$ cat src/rtl/core/esdp_pkg.sv
// Shared types, constants and helper functions of the esds descriptor parser.
package esdp_pkg;

   localparam int MAX_LENGTH_BYTES = 4;   // length bytes read before a length is cut off
   localparam int LEN_W            = 28;  // descriptor length width
   localparam int CNT_W            = 3;   // byte counter width

   localparam logic [7:0] TAG_ES  = 8'h03;
   localparam logic [7:0] TAG_DEC = 8'h04;
   localparam logic [7:0] TAG_DSI = 8'h05;

   localparam logic [LEN_W-1:0] ES_MIN_LEN  = LEN_W'(20);
   localparam logic [LEN_W-1:0] DEC_MIN_LEN = LEN_W'(15);

   localparam logic [CNT_W-1:0] HDR_BYTES   = CNT_W'(4);
   localparam logic [CNT_W-1:0] SKIP_BYTES  = CNT_W'(2);
   localparam logic [CNT_W-1:0] ESID_BYTES  = CNT_W'(2);
   localparam logic [CNT_W-1:0] BUF_BYTES   = CNT_W'(3);
   localparam logic [CNT_W-1:0] RATE_BYTES  = CNT_W'(4);
   localparam logic [CNT_W-1:0] LEN_LIMIT   = CNT_W'(MAX_LENGTH_BYTES);

   localparam int RSP_DATA_W = 200;

   typedef enum logic [4:0] {
      PH_IDLE, PH_HDR, PH_TAG1, PH_SKIP, PH_ES_LEN, PH_ESID, PH_PRIO,
      PH_TAG2, PH_DEC_LEN, PH_OBJ, PH_STYPE, PH_BUF, PH_MAXR, PH_AVGR,
      PH_TAG3, PH_CFG_LEN, PH_CFG
   } phase_type;

   typedef enum logic [2:0] {
      ST_BUSY      = 3'd0,
      ST_DONE      = 3'd1,
      ST_SHORT_ES  = 3'd2,
      ST_NO_DEC    = 3'd3,
      ST_SHORT_DEC = 3'd4,
      ST_NO_DSI    = 3'd5,
      ST_IGNORED   = 3'd6
   } status_type;

   typedef struct packed {
      phase_type         phase;
      logic [CNT_W-1:0]  field_cnt;
      logic [LEN_W-1:0]  len_acc;
      logic [CNT_W-1:0]  len_cnt;
      logic [LEN_W-1:0]  cfg_rem;
      logic              cfg_len_known;
      logic [31:0]       box_word;
      logic [15:0]       stream_id;
      logic [7:0]        priority_val;
      logic [7:0]        object_type;
      logic [7:0]        stream_type;
      logic [23:0]       buffer_size;
      logic [31:0]       max_rate;
      logic [31:0]       avg_rate;
   } state_type;

   typedef struct packed {
      status_type        status;
      logic [7:0]        config_byte;
      logic              config_valid;
      logic [31:0]       full_box_word;
      logic [15:0]       es_id;
      logic [7:0]        es_priority;
      logic [7:0]        object_type;
      logic [7:0]        stream_type;
      logic [23:0]       buffer_size;
      logic [31:0]       max_bitrate;
      logic [31:0]       avg_bitrate;
      logic [LEN_W-1:0]  config_length;
   } result_type;

   typedef struct packed {
      logic              done;
      logic [CNT_W-1:0]  cnt;
   } field_type;

   typedef struct packed {
      logic              done;
      logic [LEN_W-1:0]  acc;
      logic [CNT_W-1:0]  cnt;
   } length_type;

   // Count one byte of a multi-byte field; wrap to zero once all are in.
   function automatic field_type field_step(input logic [CNT_W-1:0] cnt,
                                            input logic [CNT_W-1:0] total);
      field_type        r;
      logic [CNT_W-1:0] inc;
      inc = cnt + CNT_W'(1);
      r.done = (inc >= total);
      r.cnt  = r.done ? '0 : inc;
      return r;
   endfunction

   // Shift in one 7-bit length group; done on a clear continuation bit or at the limit.
   function automatic length_type length_step(input logic [LEN_W-1:0] acc,
                                              input logic [CNT_W-1:0] cnt,
                                              input logic [7:0]       data_byte);
      length_type r;
      r.acc  = {acc[LEN_W-8:0], data_byte[6:0]};
      r.cnt  = cnt + CNT_W'(1);
      r.done = !data_byte[7] || (r.cnt >= LEN_LIMIT);
      return r;
   endfunction

endpackage

$ cat src/rtl/core/esdp_step.sv
// Per-byte parser step: next phase, field updates and the result word.
module esdp_step (
   input  esdp_pkg::state_type  cur_state,
   input  logic [7:0]           data_byte,
   input  logic                 box_start,
   output esdp_pkg::state_type  next_state,
   output esdp_pkg::result_type result
);
   import esdp_pkg::*;

   state_type  base;
   state_type  upd;
   phase_type  phase_in;
   status_type status;
   logic [7:0] cbyte;
   logic       cvalid;
   field_type  fld;
   length_type len;
   logic [LEN_W-1:0] rem_dec;

   // restart: clear everything, treat this byte as the version byte
   always_comb begin
      base = cur_state;
      if (box_start) begin
         base       = '0;
         base.phase = PH_HDR;
      end
   end

   always_comb begin
      fld     = field_step(base.field_cnt, HDR_BYTES);
      len     = length_step(base.len_acc, base.len_cnt, data_byte);
      rem_dec = base.cfg_rem - LEN_W'(1);
      unique case (base.phase)
         PH_HDR:   fld = field_step(base.field_cnt, HDR_BYTES);
         PH_SKIP:  fld = field_step(base.field_cnt, SKIP_BYTES);
         PH_ESID:  fld = field_step(base.field_cnt, ESID_BYTES);
         PH_BUF:   fld = field_step(base.field_cnt, BUF_BYTES);
         PH_MAXR, PH_AVGR: fld = field_step(base.field_cnt, RATE_BYTES);
         default:  fld = field_step(base.field_cnt, HDR_BYTES);
      endcase
   end

   // next phase
   always_comb begin
      phase_in = base.phase;
      unique case (base.phase)
         PH_HDR:     if (fld.done) phase_in = PH_TAG1;
         PH_TAG1:    phase_in = (data_byte == TAG_ES) ? PH_ES_LEN : PH_SKIP;
         PH_SKIP:    if (fld.done) phase_in = PH_TAG2;
         PH_ES_LEN:  if (len.done) phase_in = (len.acc < ES_MIN_LEN) ? PH_IDLE : PH_ESID;
         PH_ESID:    if (fld.done) phase_in = PH_PRIO;
         PH_PRIO:    phase_in = PH_TAG2;
         PH_TAG2:    phase_in = (data_byte == TAG_DEC) ? PH_DEC_LEN : PH_IDLE;
         PH_DEC_LEN: if (len.done) phase_in = (len.acc < DEC_MIN_LEN) ? PH_IDLE : PH_OBJ;
         PH_OBJ:     phase_in = PH_STYPE;
         PH_STYPE:   phase_in = PH_BUF;
         PH_BUF:     if (fld.done) phase_in = PH_MAXR;
         PH_MAXR:    if (fld.done) phase_in = PH_AVGR;
         PH_AVGR:    if (fld.done) phase_in = PH_TAG3;
         PH_TAG3:    phase_in = (data_byte == TAG_DSI) ? PH_CFG_LEN : PH_IDLE;
         PH_CFG_LEN: if (len.done) phase_in = (len.acc == '0) ? PH_IDLE : PH_CFG;
         PH_CFG:     if (rem_dec == '0) phase_in = PH_IDLE;
         default:    phase_in = PH_IDLE;
      endcase
   end

   // field updates and status
   always_comb begin
      upd    = base;
      status = ST_BUSY;
      cbyte  = '0;
      cvalid = 1'b0;
      unique case (base.phase)
         PH_HDR: begin
            upd.box_word  = {base.box_word[23:0], data_byte};
            upd.field_cnt = fld.cnt;
         end
         PH_TAG1: begin
            upd.field_cnt = '0;
            if (data_byte == TAG_ES) begin
               upd.len_acc = '0;
               upd.len_cnt = '0;
            end
         end
         PH_SKIP: upd.field_cnt = fld.cnt;
         PH_ES_LEN: begin
            upd.len_acc = len.acc;
            upd.len_cnt = len.cnt;
            if (len.done) begin
               if (len.acc < ES_MIN_LEN) status = ST_SHORT_ES;
               else upd.field_cnt = '0;
            end
         end
         PH_ESID: begin
            upd.stream_id = {base.stream_id[7:0], data_byte};
            upd.field_cnt = fld.cnt;
         end
         PH_PRIO: upd.priority_val = data_byte;
         PH_TAG2: begin
            if (data_byte != TAG_DEC) begin
               status = ST_NO_DEC;
            end else begin
               upd.len_acc = '0;
               upd.len_cnt = '0;
            end
         end
         PH_DEC_LEN: begin
            upd.len_acc = len.acc;
            upd.len_cnt = len.cnt;
            if (len.done && (len.acc < DEC_MIN_LEN)) status = ST_SHORT_DEC;
         end
         PH_OBJ: upd.object_type = data_byte;
         PH_STYPE: begin
            upd.stream_type = data_byte;
            upd.field_cnt   = '0;
         end
         PH_BUF: begin
            upd.buffer_size = {base.buffer_size[15:0], data_byte};
            upd.field_cnt   = fld.cnt;
         end
         PH_MAXR: begin
            upd.max_rate  = {base.max_rate[23:0], data_byte};
            upd.field_cnt = fld.cnt;
         end
         PH_AVGR: begin
            upd.avg_rate  = {base.avg_rate[23:0], data_byte};
            upd.field_cnt = fld.cnt;
         end
         PH_TAG3: begin
            if (data_byte != TAG_DSI) begin
               status = ST_NO_DSI;
            end else begin
               upd.len_acc = '0;
               upd.len_cnt = '0;
            end
         end
         PH_CFG_LEN: begin
            upd.len_acc = len.acc;
            upd.len_cnt = len.cnt;
            if (len.done) begin
               upd.cfg_len_known = 1'b1;
               upd.cfg_rem       = len.acc;
               if (len.acc == '0) status = ST_DONE;
            end
         end
         PH_CFG: begin
            cbyte       = data_byte;
            cvalid      = 1'b1;
            upd.cfg_rem = rem_dec;
            if (rem_dec == '0) status = ST_DONE;
         end
         default: status = ST_IGNORED;
      endcase
   end

   always_comb begin
      next_state       = upd;
      next_state.phase = phase_in;
   end

   always_comb begin
      result.status        = status;
      result.config_byte   = cbyte;
      result.config_valid  = cvalid;
      result.full_box_word = upd.box_word;
      result.es_id         = upd.stream_id;
      result.es_priority   = upd.priority_val;
      result.object_type   = upd.object_type;
      result.stream_type   = upd.stream_type;
      result.buffer_size   = upd.buffer_size;
      result.max_bitrate   = upd.max_rate;
      result.avg_bitrate   = upd.avg_rate;
      result.config_length = upd.cfg_len_known ? upd.len_acc : '0;
   end

endmodule

$ cat src/rtl/core/es_descriptor_parser_unit.sv
// Top level of the esds descriptor parser: input register, parser state, result register.
//
//  channel  dir  handshake               payload
//  req      in   req_tvalid/req_tready   req_tdata = payload byte, req_tuser = box start
//  rsp      out  rsp_tvalid/rsp_tready   rsp_tdata = status and parsed fields,
//                                        rsp_tuser = specific info byte valid
//
// Every accepted byte yields exactly one result word; one byte per cycle unless rsp stalls.
// A byte passes the input register, then the parser step into the result register.
// The step is a small phase machine plus shift-in of the current field byte.
// reset (synchronous) clears the parser to idle with all fields zero.
// A stalled rsp holds the result register; the input register then holds one more
// byte, and req_tready drops only when both are full.
module es_descriptor_parser_unit (
   input  logic                               clock,
   input  logic                               reset,
   input  logic                               req_tvalid,
   output logic                               req_tready,
   input  logic [7:0]                         req_tdata,   // [7:0] data_byte
   input  logic                               req_tuser,   // [0] box_start
   output logic                               rsp_tvalid,
   input  logic                               rsp_tready,
   // [2:0] status, [10:3] config_byte, [42:11] full_box_word, [58:43] es_id,
   // [66:59] es_priority, [74:67] object_type, [82:75] stream_type,
   // [106:83] buffer_size, [138:107] max_bitrate, [170:139] avg_bitrate,
   // [198:171] config_length, [199] zero
   output logic [esdp_pkg::RSP_DATA_W-1:0]    rsp_tdata,
   output logic                               rsp_tuser    // [0] config_valid
);
   import esdp_pkg::*;

   // input register
   logic       in_valid_ff, in_valid_in;
   logic [7:0] in_byte_ff,  in_byte_in;
   logic       in_start_ff, in_start_in;

   // parser state
   state_type  state_ff, state_in;
   state_type  step_state;
   result_type step_result;

   // result register
   logic                  rsp_valid_ff, rsp_valid_in;
   logic [RSP_DATA_W-1:0] rsp_data_ff,  rsp_data_in;
   logic                  rsp_user_ff,  rsp_user_in;

   logic advance;
   logic fire;
   logic req_take;

   // result slot is free, or drains this cycle
   assign advance  = !rsp_valid_ff || rsp_tready;
   assign fire     = in_valid_ff && advance;
   assign req_tready = !in_valid_ff || advance;
   assign req_take = req_tvalid && req_tready;

   esdp_step u_step (
      .cur_state  (state_ff),
      .data_byte  (in_byte_ff),
      .box_start  (in_start_ff),
      .next_state (step_state),
      .result     (step_result)
   );

   always_comb begin
      // hold the staged byte until the step consumes it
      in_valid_in = req_take ? 1'b1 : (fire ? 1'b0 : in_valid_ff);
      in_byte_in  = req_take ? req_tdata : in_byte_ff;
      in_start_in = req_take ? req_tuser : in_start_ff;
   end

   always_comb begin
      // advance parser state only when a byte is processed
      state_in = fire ? step_state : state_ff;
   end

   always_comb begin
      rsp_valid_in = fire ? 1'b1 : (rsp_tready ? 1'b0 : rsp_valid_ff);
      rsp_data_in  = rsp_data_ff;
      rsp_user_in  = rsp_user_ff;
      if (fire) begin
         rsp_data_in = {1'b0,
                        step_result.config_length,
                        step_result.avg_bitrate,
                        step_result.max_bitrate,
                        step_result.buffer_size,
                        step_result.stream_type,
                        step_result.object_type,
                        step_result.es_priority,
                        step_result.es_id,
                        step_result.full_box_word,
                        step_result.config_byte,
                        step_result.status};
         rsp_user_in = step_result.config_valid;
      end
   end

   always_ff @(posedge clock) begin
      if (reset) begin
         in_valid_ff  <= 1'b0;
         rsp_valid_ff <= 1'b0;
         state_ff     <= '0;   // all zero is the idle phase with cleared fields
      end else begin
         in_valid_ff  <= in_valid_in;
         rsp_valid_ff <= rsp_valid_in;
         state_ff     <= state_in;
      end
   end

   always_ff @(posedge clock) begin
      in_byte_ff  <= in_byte_in;
      in_start_ff <= in_start_in;
      rsp_data_ff <= rsp_data_in;
      rsp_user_ff <= rsp_user_in;
   end

   assign rsp_tvalid = rsp_valid_ff;
   assign rsp_tdata  = rsp_data_ff;
   assign rsp_tuser  = rsp_user_ff;

endmodule

$ cat config.mk
export PLATFORM = sky130hd
export DESIGN_NAME = es_descriptor_parser_unit
export DESIGN_NICKNAME = d
export VERILOG_FILES = /design/src/rtl/core/esdp_pkg.sv /design/src/rtl/core/esdp_step.sv /design/src/rtl/core/es_descriptor_parser_unit.sv
export SDC_FILE = /design/constraint.sdc
export NUM_CORES = 1
export LEC_CHECK = 0
export BUFFER_PORTS_ARGS = -buffer_cell sky130_fd_sc_hd__buf_2
export CAP_MARGIN = 10
export CORE_MARGIN = 2
export CORE_UTILIZATION = 65
export CTS_BUF_LIST = sky130_fd_sc_hd__clkbuf_8
export DETAILED_ROUTE_END_ITERATION = 7
export GPL_ROUTABILITY_DRIVEN = 0
export PLACE_DENSITY = 0.9
export SETUP_SLACK_MARGIN = 0.02
export SYNTH_ARGS = -nofsm -noshare
export SYNTH_HDL_FRONTEND = slang
export SYNTH_SLANG_ARGS = --single-unit
$ cat constraint.sdc
create_clock -name clock -period 17.8 [get_ports clock]
set_clock_uncertainty 0.2 [all_clocks]
set_input_delay 2.67 -clock clock [delete_from_list [all_inputs] [get_ports clock]]
set_output_delay 2.67 -clock clock [all_outputs]
set_load 0.02 [all_outputs]
==> out/metrics.yaml <==
timing:
  finalSetupViolations: 0
  grt_setup_unrepaired: "false"
  tightest_slew_ns: 1.21
  period_share_pct: 34.4
  post-route-min-period_ns: 6.12
  achievable-frequency_mhz: 163
  hold-worst-slack_ns: 0.256
  slew_headroom_pct: 19.6
  report.final.slew_viol_count: 0
  fin_setup_tns_ns: 0
  setup_slack_ns: 11.68
  number_of_hold_slack_violations_in_the_final_timing_report: 0
layout:
  post_layout_nonfiller_instances: 2684
  area_delta_synth_final_pct: 13.0
  fraction_of_final_layout_cells_sized_beyond_drive_strength_1_pct: 16.8
  filler_cell_count: 1919
  nNetsFinal: 2262
  antennaDiodeCount: 0
cts:
  worstSkewPairLatency_ns: 0.61
  htree_levels: 3
  post_cts_setup_inserts: 0
  clock_edge_transition_at_the_registers_on_the_reported_setup_and_hold_paths_ns: 0.06
  post_cts_resized: 0
  cts_tree: "built"
  cts_inserted_buffers: 69
  clock_sink_count: 439
  root_buffer: "sky130_fd_sc_hd__clkbuf_8"
  cts.hold.buffers_added: 0
  clockBufferDepth: 3
critical_path:
  worst_ep_arrival_time_ns: 3.25
  critical_path.endpoint_type: "primary output"
  timing.critical_path.slowest_cell_delay_ns: 0.22
  crit_chain: "buf_2, nor2b_1, nand2_1, buf_2"
  worst-path-max-fanout: 4
  path_class: "primary input to primary output"
  timing.critical_path.buf_inv: 2
  critPathLaunchType: "primary input"
  worst_path_dominant_cell_family: "simple AND/OR/NAND/NOR gates"
  slowest_stage: "sky130_fd_sc_hd__nor2b_1"
  timing.critical_path.required_ns: 14.93
  crit_path_top_cell_by_count: "sky130_fd_sc_hd__buf_2"
drt:
  wl_met2_um: 23900
  first_iter_violations: 2524
  top_layer_used: "met4"
  drt_pre_antenna_iters: 8
  routed-via-count: 16900
  drt-wirelength-per-cell_um: 19.2
  wl_met1_um: 19600
  total_length_of_routed_met3_wires_um: 6550
  postRouteWirelength_um: 51500
  detail_route.drc_violations: 0
  route.detailed.vias_per_inst: 6.30
  antenna_violating_nets_post_route: 0
yosys:
  yosysWarnings: 0
  total_nets_after_synthesis: 2127
  post_synth.cell_area_avg_um2: 9.11
  synth.top_cells.by_count: "584 x sky130_fd_sc_hd__nand2_1, 279 x sky130_fd_sc_hd__a21oi_1, 230 x sky130_fd_sc_hd__dfxtp_1"
  synth_sequential_area_ratio_pct: 56.6
  fraction_of_registers_with_async_set_or_reset_after_synthesis_pct: 0
  post_synth_inst_count: 2108
  synthTopCellsByArea: "sky130_fd_sc_hd__edfxtp_1 33%, sky130_fd_sc_hd__dfxtp_1 24%, sky130_fd_sc_hd__nand2_1 11%"
  dominantRegCellSynth: "sky130_fd_sc_hd__dfxtp_1"
  synth.cell_area_mm2: 0.0192
  synthDominantAreaCellType: "sky130_fd_sc_hd__edfxtp_1"
  synth_seq_cells: 439
  synthDistinctLibCells: 86
  yosys.area.top_type_share_pct: 32.7
  post-synth-top-count-cell: "sky130_fd_sc_hd__nand2_1"
  synth_edf_count: 209
power_and_ir_drop:
  pwr_density_cell_mw_per_mm2: 98.6
  static-leakage-power_nw: 7.94
  power.ir.vdd_worst_mv: 0.0768
grt:
  grt_max_degree: 164
  grt_first_pass_wirelength_um: 80500
  grtUsageTotal_pct: 32.4
  first_global_vias: 15700
  gr-total-overflow: 0
  antenna_found_initial: 0
run:
  cap_violations: 0
placement:
  dpl.cell_count: 2555
  placement.io_buffers: 214
  place.detailed.hpwl_um: 30400
  dpl_worst_slack_ns: 11.68
die:
  initial_utilization_pct: 66.4
  design.die.area_mm2: 0.0309
  floorplan.core_area_mm2: 0.0289
  rows: 62
  die_height_um: 176
  design.portCount: 216
  die_w_um: 176
status:
  status: "completed"
worst_hold_path:
  min-delay-path-class: "flip-flop to flip-flop"
## cells in the final DEF, fill, tap and decap left out, types with 11 or more instances in the layout
cell and count:
sky130_fd_sc_hd__nor2_1 127, sky130_fd_sc_hd__nand2_1 584, sky130_fd_sc_hd__nor4_1 12, sky130_fd_sc_hd__buf_4 23, sky130_fd_sc_hd__edfxtp_1 209, sky130_fd_sc_hd__o21ai_0 57, sky130_fd_sc_hd__nor2b_1 12, sky130_fd_sc_hd__nor3_1 42
sky130_fd_sc_hd__a31oi_1 11, sky130_fd_sc_hd__clkbuf_8 82, sky130_fd_sc_hd__inv_1 36, sky130_fd_sc_hd__nand3_1 35, sky130_fd_sc_hd__buf_2 213, sky130_fd_sc_hd__and3_1 41, sky130_fd_sc_hd__a21o_1 14, sky130_fd_sc_hd__dfxtp_1 230
sky130_fd_sc_hd__a22oi_1 50, sky130_fd_sc_hd__a21oi_1 277, sky130_fd_sc_hd__a22o_1 33, sky130_fd_sc_hd__o221ai_1 17, sky130_fd_sc_hd__a31o_2 20
## stage by stage
| stage | util, % | instance area (um^2) | power [mW] |
|---|---|---|---|
| finish | 75.0 | 21700 | 2.14 |
| global placement | 70.1 | 20300 | 1.29 |
| CTS | 75.0 | 21700 | 2.14 |
| floorplan | - | 19200 | 1.25 |
| global route | 75.0 | 21700 | 2.21 |
| detailed placement | 70.1 | 20300 | 1.30 |
## layout make-up
class                   count  area, um^2  area share (%)
flip-flops and latches    439       10900            50.1
multi-input cells        1480        7590            35.0
repair buffers            239        1280            5.92
clock buffers              82        1130            5.20
well taps                 384         480            2.21
clock inverters            46         274            1.26
inverters                  14        60.1           0.277
## cell families after synthesis
group | count (synthesis) | synth area share [%]
multiplexers | 4 | 0.228
XOR/XNOR | 15 | 0.684
AND/OR/NAND/NOR | 924 | 21.1
flip-flops | 439 | 56.6
AO/OA/AOI/OAI | 530 | 17.0
buffers and inverters | 189 | 3.97
adder cells (fa/ha/maj) | 6 | 0.391
other | 1 | 0.0195
## worst paths after layout
path / startpoint / end / slack [ns] / cells past startpoint
setup reg to reg: in_start_ff / rsp_tdata[0] / 13.31 / 11
setup / recovery: rsp_tready / req_tready / 11.68 / 4
hold reg to reg: state_ff[153] / state_ff[153] / 0.26 / 2
hold / removal: state_ff[153] / state_ff[153] / 0.26 / 2
## state kept, by name, indices dropped and copies added (netlist names)
register and flops:
in_byte_ff 8, in_start_ff 1, in_valid_ff 1, rsp_tdata 199, rsp_tuser 1, rsp_tvalid 1, state_ff 228
## report_power, final
part | switching, mW | internal [mW] | total (mW)
Combinational | 0.130 | 0.0494 | 0.179
Sequential | 0.0215 | 1.08 | 1.10
Clock | 0.404 | 0.453 | 0.857
Total | 0.555 | 1.58 | 2.14
## worst reg2reg max path, delay by kind of cell, from the launching register on
family | cells | cell delay (ns)
simple gates | 6 | 1.99
buf+inv | 2 | 0.66
fa+ha+maj | 1 | 0.63
compound gates | 2 | 0.41
flops | 1 | 0.41
## routing by layer
layer	vias up	global-route usage, %
met3	161	9.94
li1	7693	-
met4	0	11.2
met5	-	0
met2	1087	50.7
met1	7968	43.0
No activity file was read; power rests on OpenSTA's default activity.
